--- config.mk ---
export PLATFORM = sky130hd
export DESIGN_NAME = mean_and_std_deviation
export DESIGN_NICKNAME = d
export VERILOG_FILES = /design/src/design/mstd_pkg.sv /design/src/design/mean_and_std_deviation.sv /design/src/design/mstd_front.sv /design/src/design/mstd_fifo.sv /design/src/design/mstd_back.sv
export SDC_FILE = /design/constraint.sdc
export NUM_CORES = 2
export LEC_CHECK = 0
export BUFFER_PORTS_ARGS = -buffer_cell sky130_fd_sc_hd__buf_4
export CORE_UTILIZATION = 40
export DETAILED_ROUTE_END_ITERATION = 16
export PLACE_DENSITY = 0.51
export SLEW_MARGIN = 10
export SYNTH_ARGS = -nofsm -noshare
export SYNTH_HDL_FRONTEND = slang
export SYNTH_SLANG_ARGS = --single-unit
--- constraint.sdc ---
create_clock -name clk_i -period 12.7 [get_ports clk_i]
set_clock_uncertainty 0.2 [all_clocks]
set_input_delay 1.905 -clock clk_i [delete_from_list [all_inputs] [get_ports clk_i]]
set_output_delay 1.905 -clock clk_i [all_outputs]
set_load 0.1 [all_outputs]
--- src/design/mstd_pkg.sv ---
// mstd_pkg: shared widths, defaults and the per-set sums record
// used by the front accumulator, the set queue and the back engine
// no dependencies
package mstd_pkg;

  localparam int SampleW    = 16;
  localparam int CntW       = 9;
  localparam int SumW       = 24;
  localparam int SqSumW     = 40;
  localparam int NumW       = 48;
  // root of the full variance numerator, half its width
  localparam int RootW      = 24;
  localparam int RecipW     = 26;
  localparam int StepW      = 5;
  localparam int QueueDepth = 2;

  localparam int SampleCountDef = 8;

  typedef struct packed {
    logic [SumW-1:0]   sum;
    logic [SqSumW-1:0] square_sum;
  } set_sums_t;

endpackage

--- src/design/mean_and_std_deviation.sv ---
// mean_and_std_deviation: population mean and standard deviation over
// sets of SAMPLE_COUNT Q0.16 samples; front accumulator, set queue, back engine
// depends on mstd_pkg, mstd_front, mstd_fifo, mstd_back
//
//   channel  | handshake          | payload
//   ---------+--------------------+----------------------------
//   samples  | start / busy       | sample_i
//   results  | valid_o (strobe)   | mean_o, std_deviation_o
//
// the front takes one sample a cycle while busy is low; the last sample of a set pushes its sums
// busy is high while the set queue is full
// the back engine works on one set at a time: the pop, the products and the mean,
// the variance numerator, 24 square-root steps and the root divided by the set size
// the front gathers the next set while the engine works, with room for two sets of sums in the queue
// results appear for one cycle on valid_o; the receiver cannot stall
// asynchronous active-low reset clears the counters, the queue and the engine
module mean_and_std_deviation #(
  parameter int SAMPLE_COUNT = mstd_pkg::SampleCountDef
) (
  input  logic                         clk_i,
  input  logic                         rst_ni,
  input  logic                         start,
  output logic                         busy,
  input  logic [mstd_pkg::SampleW-1:0] sample_i,
  output logic                         valid_o,
  output logic [mstd_pkg::SampleW-1:0] mean_o,
  output logic [mstd_pkg::SampleW-1:0] std_deviation_o
);

  logic                accept;
  logic                push, pop, q_empty, q_full;
  mstd_pkg::set_sums_t push_data, pop_data;

  assign busy   = q_full;
  assign accept = start && !busy;

  mstd_front #(
    .SAMPLE_COUNT(SAMPLE_COUNT)
  ) u_front (
    .clk_i      (clk_i),
    .rst_ni     (rst_ni),
    .accept_i   (accept),
    .sample_i   (sample_i),
    .push_o     (push),
    .push_data_o(push_data)
  );

  mstd_fifo u_fifo (
    .clk_i      (clk_i),
    .rst_ni     (rst_ni),
    .push_i     (push),
    .push_data_i(push_data),
    .pop_i      (pop),
    .pop_data_o (pop_data),
    .empty_o    (q_empty),
    .full_o     (q_full)
  );

  mstd_back #(
    .SAMPLE_COUNT(SAMPLE_COUNT)
  ) u_back (
    .clk_i          (clk_i),
    .rst_ni         (rst_ni),
    .empty_i        (q_empty),
    .pop_data_i     (pop_data),
    .pop_o          (pop),
    .valid_o        (valid_o),
    .mean_o         (mean_o),
    .std_deviation_o(std_deviation_o)
  );

endmodule

--- src/design/mstd_front.sv ---
// mstd_front: takes samples, keeps count, sum and sum of squares,
// hands the sums of each complete set to the queue
// depends on mstd_pkg
module mstd_front #(
  parameter int SAMPLE_COUNT = mstd_pkg::SampleCountDef
) (
  input  logic                            clk_i,
  input  logic                            rst_ni,
  input  logic                            accept_i,
  input  logic [mstd_pkg::SampleW-1:0]    sample_i,
  output logic                            push_o,
  output mstd_pkg::set_sums_t             push_data_o
);

  localparam logic [mstd_pkg::CntW-1:0] NCnt = mstd_pkg::CntW'(SAMPLE_COUNT);

  logic [mstd_pkg::CntW-1:0]   count_q, count_d, count_inc;
  logic [mstd_pkg::SumW-1:0]   sum_q, sum_d, sum_add;
  logic [mstd_pkg::SqSumW-1:0] sq_q, sq_d, sq_add;
  logic [2*mstd_pkg::SampleW-1:0] sample_sq;
  logic                        last;

  assign sample_sq = sample_i * sample_i;
  assign sum_add   = sum_q + mstd_pkg::SumW'(sample_i);
  assign sq_add    = sq_q + mstd_pkg::SqSumW'(sample_sq);
  assign count_inc = count_q + mstd_pkg::CntW'(1);
  assign last      = (count_inc == NCnt);

  assign push_o                 = accept_i && last;
  assign push_data_o.sum        = sum_add;
  assign push_data_o.square_sum = sq_add;

  always_comb begin
    count_d = count_q;
    sum_d   = sum_q;
    sq_d    = sq_q;
    if (accept_i) begin
      if (last) begin
        count_d = '0;
        sum_d   = '0;
        sq_d    = '0;
      end else begin
        count_d = count_inc;
        sum_d   = sum_add;
        sq_d    = sq_add;
      end
    end
  end

  always_ff @(posedge clk_i or negedge rst_ni) begin
    if (!rst_ni) begin
      count_q <= '0;
      sum_q   <= '0;
      sq_q    <= '0;
    end else begin
      count_q <= count_d;
      sum_q   <= sum_d;
      sq_q    <= sq_d;
    end
  end

endmodule

--- src/design/mstd_fifo.sv ---
// mstd_fifo: short queue of per-set sums between front and back
// depends on mstd_pkg
module mstd_fifo (
  input  logic                clk_i,
  input  logic                rst_ni,
  input  logic                push_i,
  input  mstd_pkg::set_sums_t push_data_i,
  input  logic                pop_i,
  output mstd_pkg::set_sums_t pop_data_o,
  output logic                empty_o,
  output logic                full_o
);

  localparam int Depth = mstd_pkg::QueueDepth;
  localparam int AddrW = (Depth > 1) ? $clog2(Depth) : 1;
  localparam int FillW = $clog2(Depth + 1);

  mstd_pkg::set_sums_t entry_q [Depth];
  logic [AddrW-1:0]    wr_ptr_q, wr_ptr_d, rd_ptr_q, rd_ptr_d;
  logic [FillW-1:0]    fill_q, fill_d;
  logic                do_push, do_pop;

  assign empty_o    = (fill_q == '0);
  assign full_o     = (fill_q == FillW'(Depth));
  assign do_push    = push_i && !full_o;
  assign do_pop     = pop_i && !empty_o;
  assign pop_data_o = entry_q[rd_ptr_q];

  always_comb begin
    wr_ptr_d = wr_ptr_q;
    rd_ptr_d = rd_ptr_q;
    fill_d   = fill_q;
    if (do_push) begin
      wr_ptr_d = (wr_ptr_q == AddrW'(Depth - 1)) ? '0 : wr_ptr_q + AddrW'(1);
    end
    if (do_pop) begin
      rd_ptr_d = (rd_ptr_q == AddrW'(Depth - 1)) ? '0 : rd_ptr_q + AddrW'(1);
    end
    if (do_push && !do_pop) begin
      fill_d = fill_q + FillW'(1);
    end else if (do_pop && !do_push) begin
      fill_d = fill_q - FillW'(1);
    end
  end

  always_ff @(posedge clk_i or negedge rst_ni) begin
    if (!rst_ni) begin
      wr_ptr_q <= '0;
      rd_ptr_q <= '0;
      fill_q   <= '0;
    end else begin
      wr_ptr_q <= wr_ptr_d;
      rd_ptr_q <= rd_ptr_d;
      fill_q   <= fill_d;
    end
  end

  always_ff @(posedge clk_i) begin
    if (do_push) begin
      entry_q[wr_ptr_q] <= push_data_i;
    end
  end

endmodule

--- src/design/mstd_back.sv ---
// mstd_back: turns the sums of one set into mean and deviation
// with reciprocal multiplies by the set size and a digit-by-digit square root
// depends on mstd_pkg
module mstd_back #(
  parameter int SAMPLE_COUNT = mstd_pkg::SampleCountDef
) (
  input  logic                         clk_i,
  input  logic                         rst_ni,
  input  logic                         empty_i,
  input  mstd_pkg::set_sums_t          pop_data_i,
  output logic                         pop_o,
  output logic                         valid_o,
  output logic [mstd_pkg::SampleW-1:0] mean_o,
  output logic [mstd_pkg::SampleW-1:0] std_deviation_o
);

  localparam int SumW   = mstd_pkg::SumW;
  localparam int SqW    = mstd_pkg::SqSumW;
  localparam int NumW   = mstd_pkg::NumW;
  localparam int RootW  = mstd_pkg::RootW;
  localparam int RecipW = mstd_pkg::RecipW;
  localparam int StepW  = mstd_pkg::StepW;
  localparam int CntW   = mstd_pkg::CntW;
  localparam int OutW   = mstd_pkg::SampleW;

  localparam logic [CntW-1:0] NCnt = CntW'(SAMPLE_COUNT);

  // floor(x / N) is (x * Recip) >> RecipShift for every x below 2**SumW
  localparam int RecipShift = SumW + $clog2(SAMPLE_COUNT);
  localparam logic [RecipW-1:0] Recip =
    RecipW'(((64'd1 << RecipShift) + 64'(SAMPLE_COUNT) - 64'd1) / 64'(SAMPLE_COUNT));

  localparam logic [2:0] StIdle = 3'd0;
  localparam logic [2:0] StMul  = 3'd1;
  localparam logic [2:0] StSub  = 3'd2;
  localparam logic [2:0] StSqrt = 3'd3;
  localparam logic [2:0] StDiv  = 3'd4;

  logic [2:0]       state_q, state_d;
  logic [StepW-1:0] step_q, step_d;
  logic             valid_q, valid_d;

  logic [SumW-1:0]         s1_q;
  logic [SqW-1:0]          s2_q;
  logic [NumW-1:0]         psq_q, pn_q, num_q;
  logic [2*SumW-1:0]       psq_full;
  logic [NumW+CntW-1:0]    pn_full;
  logic [SumW+RecipW-1:0]  mean_prod;
  logic [RootW+RecipW-1:0] std_prod;
  logic [RootW+1:0]        sq_rem_q, sq_rem_nx, sq_trial;
  logic [RootW+3:0]        sq_t;
  logic [RootW-1:0]        root_q, root_nx;
  logic                    sq_ge;
  logic [OutW-1:0]         mean_q, std_q;

  assign psq_full  = s1_q * s1_q;
  assign pn_full   = s2_q * NCnt;
  assign mean_prod = s1_q * Recip;
  // floor(sqrt(num / N^2)) equals floor(floor(sqrt(num)) / N)
  assign std_prod  = root_q * Recip;

  // one root bit a cycle, radicand taken two bits at a time from the numerator
  assign sq_t      = {sq_rem_q, num_q[NumW-1 -: 2]};
  assign sq_trial  = {root_q, 2'b01};
  assign sq_ge     = (sq_t >= {2'b00, sq_trial});
  assign sq_rem_nx = sq_ge ? (RootW + 2)'(sq_t - {2'b00, sq_trial}) : sq_t[RootW+1:0];
  assign root_nx   = {root_q[RootW-2:0], sq_ge};

  assign pop_o           = (state_q == StIdle) && !empty_i;
  assign valid_o         = valid_q;
  assign mean_o          = mean_q;
  assign std_deviation_o = std_q;

  always_comb begin
    state_d = state_q;
    step_d  = step_q;
    valid_d = 1'b0;
    case (state_q)
      StIdle: begin
        if (!empty_i) begin
          state_d = StMul;
        end
      end
      StMul: begin
        state_d = StSub;
      end
      StSub: begin
        state_d = StSqrt;
        step_d  = StepW'(RootW - 1);
      end
      StSqrt: begin
        step_d = step_q - StepW'(1);
        if (step_q == '0) begin
          state_d = StDiv;
        end
      end
      StDiv: begin
        state_d = StIdle;
        valid_d = 1'b1;
      end
      default: begin
        state_d = StIdle;
      end
    endcase
  end

  always_ff @(posedge clk_i or negedge rst_ni) begin
    if (!rst_ni) begin
      state_q <= StIdle;
      step_q  <= '0;
      valid_q <= 1'b0;
    end else begin
      state_q <= state_d;
      step_q  <= step_d;
      valid_q <= valid_d;
    end
  end

  always_ff @(posedge clk_i) begin
    case (state_q)
      StIdle: begin
        s1_q <= pop_data_i.sum;
        s2_q <= pop_data_i.square_sum;
      end
      StMul: begin
        psq_q  <= NumW'(psq_full);
        pn_q   <= pn_full[NumW-1:0];
        mean_q <= mean_prod[RecipShift +: OutW];
      end
      StSub: begin
        num_q    <= (pn_q >= psq_q) ? pn_q - psq_q : '0;
        sq_rem_q <= '0;
        root_q   <= '0;
      end
      StSqrt: begin
        num_q    <= {num_q[NumW-3:0], 2'b00};
        sq_rem_q <= sq_rem_nx;
        root_q   <= root_nx;
      end
      StDiv: begin
        std_q <= std_prod[RecipShift +: OutW];
      end
      default: begin
        s1_q <= s1_q;
      end
    endcase
  end

endmodule

**Yosys cells after proc, flatten, opt, wreduce, memory -nomap -nowiden**

Memory sizes are Yosys's and may differ from the RTL's. A register that Yosys moved wholly into a read port is not among the register bits.
Index checks and enable logic that the tools add are counted.

- Add/sub/neg operators: 10
- $mul: 2
- Order comparisons: 2
- Equality and inequality tests: 8
- Muxes and demuxes: 19
- Reductions and logical operators: 17

Operator list:

| kind | number |
|---|---|
| $pmux 48 s2 | 1 |
| $pmux 26 s2 | 1 |
| $ge 43x48->1 | 1 |
| $mul 24x24->48 | 1 |
| $mux 48 | 1 |
| $pmux 24 s2 | 1 |
| $sub 43x48->48 | 1 |
| $add 40x32->40 | 1 |
| $mux 40 | 1 |
| $mul 16x16->32 | 1 |
| $ge 28x26->1 | 1 |
| $mux 26 | 1 |
| $sub 26x26->26 | 1 |
| $add 24x16->24 | 1 |
| $mux 24 | 1 |
| $pmux 3 s4 | 1 |
| $pmux 5 s2 | 1 |
| $add 9x1->9 const B | 1 |
| $eq 9x4->1 const B | 1 |
| $mux 9 | 1 |
| $logic_and 1x1->1 | 7 |
| $eq 3x2->1 const B | 2 |
| $mux 3 | 2 |
| $logic_not 5->1 | 1 |
| 16 further kinds | 26 |

- Register bits: 304
- Bits in writable memories: 128
- Bits of input ports: 19
- Output and inout bits: 34
- Logic and storage cells: 75
- Memories kept: 1

Memory list:

| name | words | bits a word | read ports | clocked after Yosys merged registers in | wr ports | RTL line | RTL |
|---|---|---|---|---|---|---|---|
| u_fifo.entry_q | 2 | 64 | 1 | 1 | 1 | mstd_fifo.sv:18 | `mstd_pkg::set_sums_t entry_q [Depth];` |

**Depth between registers and ports, before layout**

- Depth after elaboration: 9
- Gate-level depth with buffers: 28
- Gate-level depth less buffers: 26

**Modules after synthesis**

A second synthesis with hierarchy kept.

- Cells, all modules: 4493
- Area, all modules: 47745.8 µm²

By module, submodules not included:

| module | times used | cells an instance | area each (µm²) | sequential area each (µm²) |
|---|---|---|---|---|
| mstd_back | 1 | 2864 | 30151.4 | 8633.3 |
| mstd_front | 1 | 1410 | 12559.5 | 1826.8 |
| mstd_fifo | 1 | 218 | 5021.1 | 3943.8 |
| mean_and_std_deviation | 1 | 1 | 13.8 | 0.0 |

**Worst setup path after synthesis**

Ideal clock, no wire load.

- Kind: register to register
- Start: register u_back.state_q[0]
- End: register u_back.mean_q[0] (netlist: u_back.mean_o[0]) (enable)
- Setup time: 712 ps
- Data arrival time: 8029 ps
- Data required time: 11788 ps
- Path slack: 3759 ps
- Cell stages (with the launch flop): 3
- Path buffers: 1
- Period minus slack after synthesis: 8941 ps
- Path through: dfrtp_1 -> clkbuf_1 -> nor3b_1

- Word-level cells in the longest chain between the ends: 1

Ends and longest elaborated chain:

| what | RTL line | RTL |
|---|---|---|
| from (decl) | mstd_back.sv:39 | `logic [2:0] state_q, state_d;` |
| from (signal assigned) | mstd_back.sv:109 | `state_q <= StIdle;` |
| from (signal assigned) | mstd_back.sv:113 | `state_q <= state_d;` |
| $eq 3x1->1 | mstd_back.sv:120 | `case (state_q)` |
| to (signal assigned) | mstd_back.sv:128 | `mean_q <= mean_prod[RecipShift +: OutW];` |
| to (decl) | mstd_back.sv:54 | `logic [OutW-1:0] mean_q, std_q;` |

No other way between the ends.
A chain may end at the register's enable or synchronous reset.

**Final worst setup path**

- Start: register u_back.s1_q[10]
- End: register u_back.psq_q[44], data pin

- Word-level cells in the longest chain between the ends: 1

Ends and longest elaborated chain:

| what | RTL line | RTL |
|---|---|---|
| from (decl) | mstd_back.sv:43 | `logic [SumW-1:0] s1_q;` |
| from (signal assigned) | mstd_back.sv:122 | `s1_q <= pop_data_i.sum;` |
| from (signal assigned) | mstd_back.sv:144 | `s1_q <= s1_q;` |
| $mul 24x24->48 | mstd_back.sv:56 | `assign psq_full = s1_q * s1_q;` |
| named net u_back.psq_full[44] | mstd_back.sv:46 | `logic [2*SumW-1:0] psq_full;` |
| to (signal assigned) | mstd_back.sv:126 | `psq_q <= NumW'(psq_full);` |
| to (decl) | mstd_back.sv:45 | `logic [NumW-1:0] psq_q, pn_q, num_q;` |

The timed path passes the listed nets, and every way through them passes these cells.

==> key figures <==
Floorplanning
  – Rows: 124
  – Die area: 0.118 mm2
  – DIE HEIGHT: around 340 um
  – Core area: between 0.1 and 0.15 mm2
  – Initial core utilization: between 40% and 50%
  – Chip width: ~340 um
  – I/O pin total: between 50 and 60

Global route
  – Gr ovfl total: 0
  – Largest net degree at the start of global routing: 75
  – First-pass GRT wire length: roughly 170000 um
  – Vias in the first global route: about 32k
  – GR peak layer: met2
  – Met3 usage: under 10%
  – GRT met2 Usage: ~31%
  – Total GRT Usage: a little under a fifth
  – Initial antenna violation count: 0
  – Met1 usage: roughly 27%

Power
  – Power Dens Cells: 198 mW/mm2
  – Leakage: around 24 nW
  – Worst VDD drop: about 390 uV

Timing
  – Final Hold Fails: 0
  – Final setup viols: 0
  – Achievable Freq: between 0.1 and 0.15 GHz
  – Slew @ Worst Pin: between 900 and 1000 ps
  – Final Max Slew Viols: 0
  – RSZ-0062 raised after global routing: no
  – Sum of negative setup slack: 0 ps
  – Slew margin rel.: around 36%
  – Fin crit period: around 8400 ps
  – Worst Hold Margin: between 150 and 200 ps
  – Final Cycle Share: between 60% and 70%

Synth
  – Top cells by area, synth: fa_1 (27%), edfxtp_1 (26%), ha_1 (9.6%)
  – Mapped cell area: about 0.047 mm2
  – Syn_area_per_cell: around 10 um2
  – Register area share after synthesis: 30.9%
  – Yosys top cell area share: between 20% and 30%
  – Post-synth ARST share: between 10% and 20%
  – Number of flops mapped to enable cells by yosys: roughly 410
  – Yosys reg bits: 494
  – Most used DFF post-synth: edfxtp_1
  – Yosys cell types: about 80
  – Synth Instances: ~4.5k
  – Cell taking the most area after synthesis: fa_1
  – YS warnings: 0
  – Net count after synthesis: approximately 5.5k

Routing
  – Drc violations: 0
  – Wirelength, routed: between 100000 and 150000 um
  – Routed vias/inst: ~4.9
  – Antenna viol nets, final: 0
  – DR WL/cell: 17.4 um
  – Drt pass-1 iters: 5
  – Starting DRT DRC Count: approximately 1.5k
  – Via count: 29.8k

Worst setup path
  – CP max FO: 14
  – Worst r2r dst: u_back.psq_q[44]
  – CP Data Required Time: 12860 ps
  – FF-to-FF Start: u_back.s1_q[10]
  – Crit path launch type: flip-flop
  – Setup CP Type: flip-flop to flip-flop
  – Critical Path AT: 8600 ps
  – R2r worst-path depth: 24
  – Worst reg2reg setup slack: 4260 ps
  – Critical path endpoint category: flip-flop

Clock network
  – Post_cts resized: 0
  – Root buf cell: clkbuf_16
  – Hold_buf cts: 0
  – Clock Tree Buf Depth: 3
  – Num CTS Buffers: 58
  – Postcts setup bufs: 0
  – # clock sinks: between 400 and 500
  – H-tree depth: 2
  – CTS tree: done
  – Clk_lat worst skew: ~640 ps
  – Register clock-pin slew on the reported worst setup and hold paths: roughly 70 ps

Final layout
  – Area Growth Syn to Fin: 8.61%
  – ANT cells: 0
  – Nets: about 5.5k
  – Design area: around 0.051 mm2
  – Layout cell share with drive strength beyond 1: roughly 6.4%
  – Fin util: between 40% and 50%

Worst hold path
  – Hold Crit Start: u_back.s2_q[37]
  – Min-Delay Endpoint: u_back.pn_q[40]
  – Worst hold path type: flip-flop to flip-flop
  – Hold depth: 0

Placed design
  – Gpl congestion: between 0.8 and 0.9
  – Cell area after placement: a little under 0.05 mm2
  – Port Buf Inserts: 52
  – DPL Wire Length: roughly 81000 um

Outcome
  – Status: finished, final reports clean

Job
  – Maxcap violations: 0
-- worst max path at each step --
| stage | from | endpoint | slack, ps | cells past startpoint |
|---|---|---|---|---|
| global placement | u_back.s1_q[10] | u_back.psq_q[44] | 4410 | 24 |
| detailed placement | u_back.s1_q[10] | u_back.psq_q[44] | 4340 | 24 |
| floorplan | u_back.state_q[0] | u_back.mean_o[0] | 3760 | 2 |
| finish | u_back.s1_q[10] | u_back.psq_q[44] | 4260 | 24 |
| CTS | u_back.s1_q[10] | u_back.psq_q[44] | 4280 | 24 |
| global route | u_back.s1_q[10] | u_back.psq_q[44] | 3830 | 24 |
-- state kept, by name (all words and copies together), names as in the netlist --
signal and flops:
u_front.sq_q 40, u_back.valid_o 1, u_back.s1_q 24, u_fifo.entry_q 128, u_back.num_q 47, u_back.mean_o 16
u_back.root_q 24, u_front.sum_q 24, u_back.state_q 3, u_back.pn_q 40, u_back.step_q 5, u_back.psq_q 47
u_back.s2_q 40, u_back.sq_rem_q 26, u_front.count_q 9, u_fifo.fill_q 2, u_fifo.wr_ptr_q 1, u_fifo.rd_ptr_q 1
u_back.std_deviation_o 16
-- stage by stage --
| step | setup WS, ps | cells | total power, mW |
|---|---|---|---|
| 6_report | 4260 | 6064 | 10.0 |
| 5_1_grt | 3830 | 6064 | 10.9 |
| 4_1_cts | 4280 | 6064 | 10.1 |
| 3_5_place_dp | 4340 | 5955 | 8.36 |
| 3_3_place_gp | 4410 | 5955 | 8.31 |
| 2_1_floorplan | 3760 | 4498 | 6.69 |
-- logic make-up (layout without fill, tap and decap cells) --
logic type,count (synthesis),count (layout),share of synthesized area [%]
XOR/XNOR,169,169,3.17
flip-flops,494,494,30.9
buffers and inverters,1180,1234,9.51
multiplexers,69,69,1.66
adder cells (fa/ha/maj),978,978,36.2
AND/OR/NAND/NOR,967,967,9.76
AO/OA/AOI/OAI,641,641,8.87
-- power breakdown --
| part | internal [mW] | switching, mW | total, mW |
|---|---|---|---|
| clock | 0.970 | 0.723 | 1.69 |
| combinational | 2.17 | 3.69 | 5.86 |
| sequential | 2.41 | 0.0832 | 2.49 |
| total | 5.55 | 4.50 | 10.0 |
-- layout make-up --
| class | instances | area (um2) |
|---|---|---|
| Multi-Input combinational cell | 2824 | 27900 |
| Clock buffer | 70 | 1530 |
| Tap cell | 1512 | 1890 |
| Inverter | 1028 | 3860 |
| Clock inverter | 39 | 407 |
| Timing Repair Buffer | 97 | 728 |
| Sequential cell | 494 | 14400 |
| Fill cell | 11000 | 64300 |
-- cells in the mapped netlist, types with 6 or more instances --
cell,instances
inv_1,1028
and4_1,6
nor2_1,148
a22o_1,31
clkbuf_1,144
nor2b_1,22
nor4_1,6
o211ai_1,9
o21ai_1,9
nand2b_1,17
a21oi_1,179
a211oi_1,14
o21a_1,25
dfrtp_1,86
o21bai_1,22
fa_1,619
nand3_1,60
a21o_1,82
o31ai_1,23
edfxtp_1,408
a31oi_1,21
xnor2_1,115
or3_1,16
o21ai_0,149
nor3_1,22
a211o_1,9
nand4_1,22
and3_1,23
and2_1,166
nand2_1,433
ha_1,359
xor2_1,54
mux2_2,66
-- worst max-delay path: stages, from the launching register on --
cell and delay, ps:
edfxtp_1 860, buf_4 380, inv_1 260, nor2_1 260, inv_1 80, fa_1 490, fa_1 550, fa_1 430
fa_1 490, inv_1 60, fa_1 490, fa_1 490, inv_1 50, fa_1 470, inv_1 40, ha_1 380
a21oi_1 250, nor2_1 60, nor4b_1 330, o211ai_1 190, o21a_1 210, a21oi_1 420, o31ai_1 240, o41ai_1 360
xnor2_1 100
-- cells in the final DEF, fill, tap and decap left out, drive strengths merged, types with 54 or more instances in the layout --
master  netlist  final
mux2         66     66
edfxtp      408    408
buf           8     97
a21oi       180    180
inv        1028   1033
nor2        148    148
a21o         82     82
nand2       433    433
ha          359    359
clkbuf      144     70
xor2         54     54
dfrtp        86     86
o21ai       158    158
xnor2       115    115
fa          619    619
and2        167    167
nand3        60     60
-- routing by layer --
layer / share of wire [%] / vias up
li1: - / 14400
met1: 48 / 14900
met5: 0 / -
met4: 2.0 / 0
met2: 47 / 425
met3: 3.0 / 117
Power figures use the tool's default switching activity.
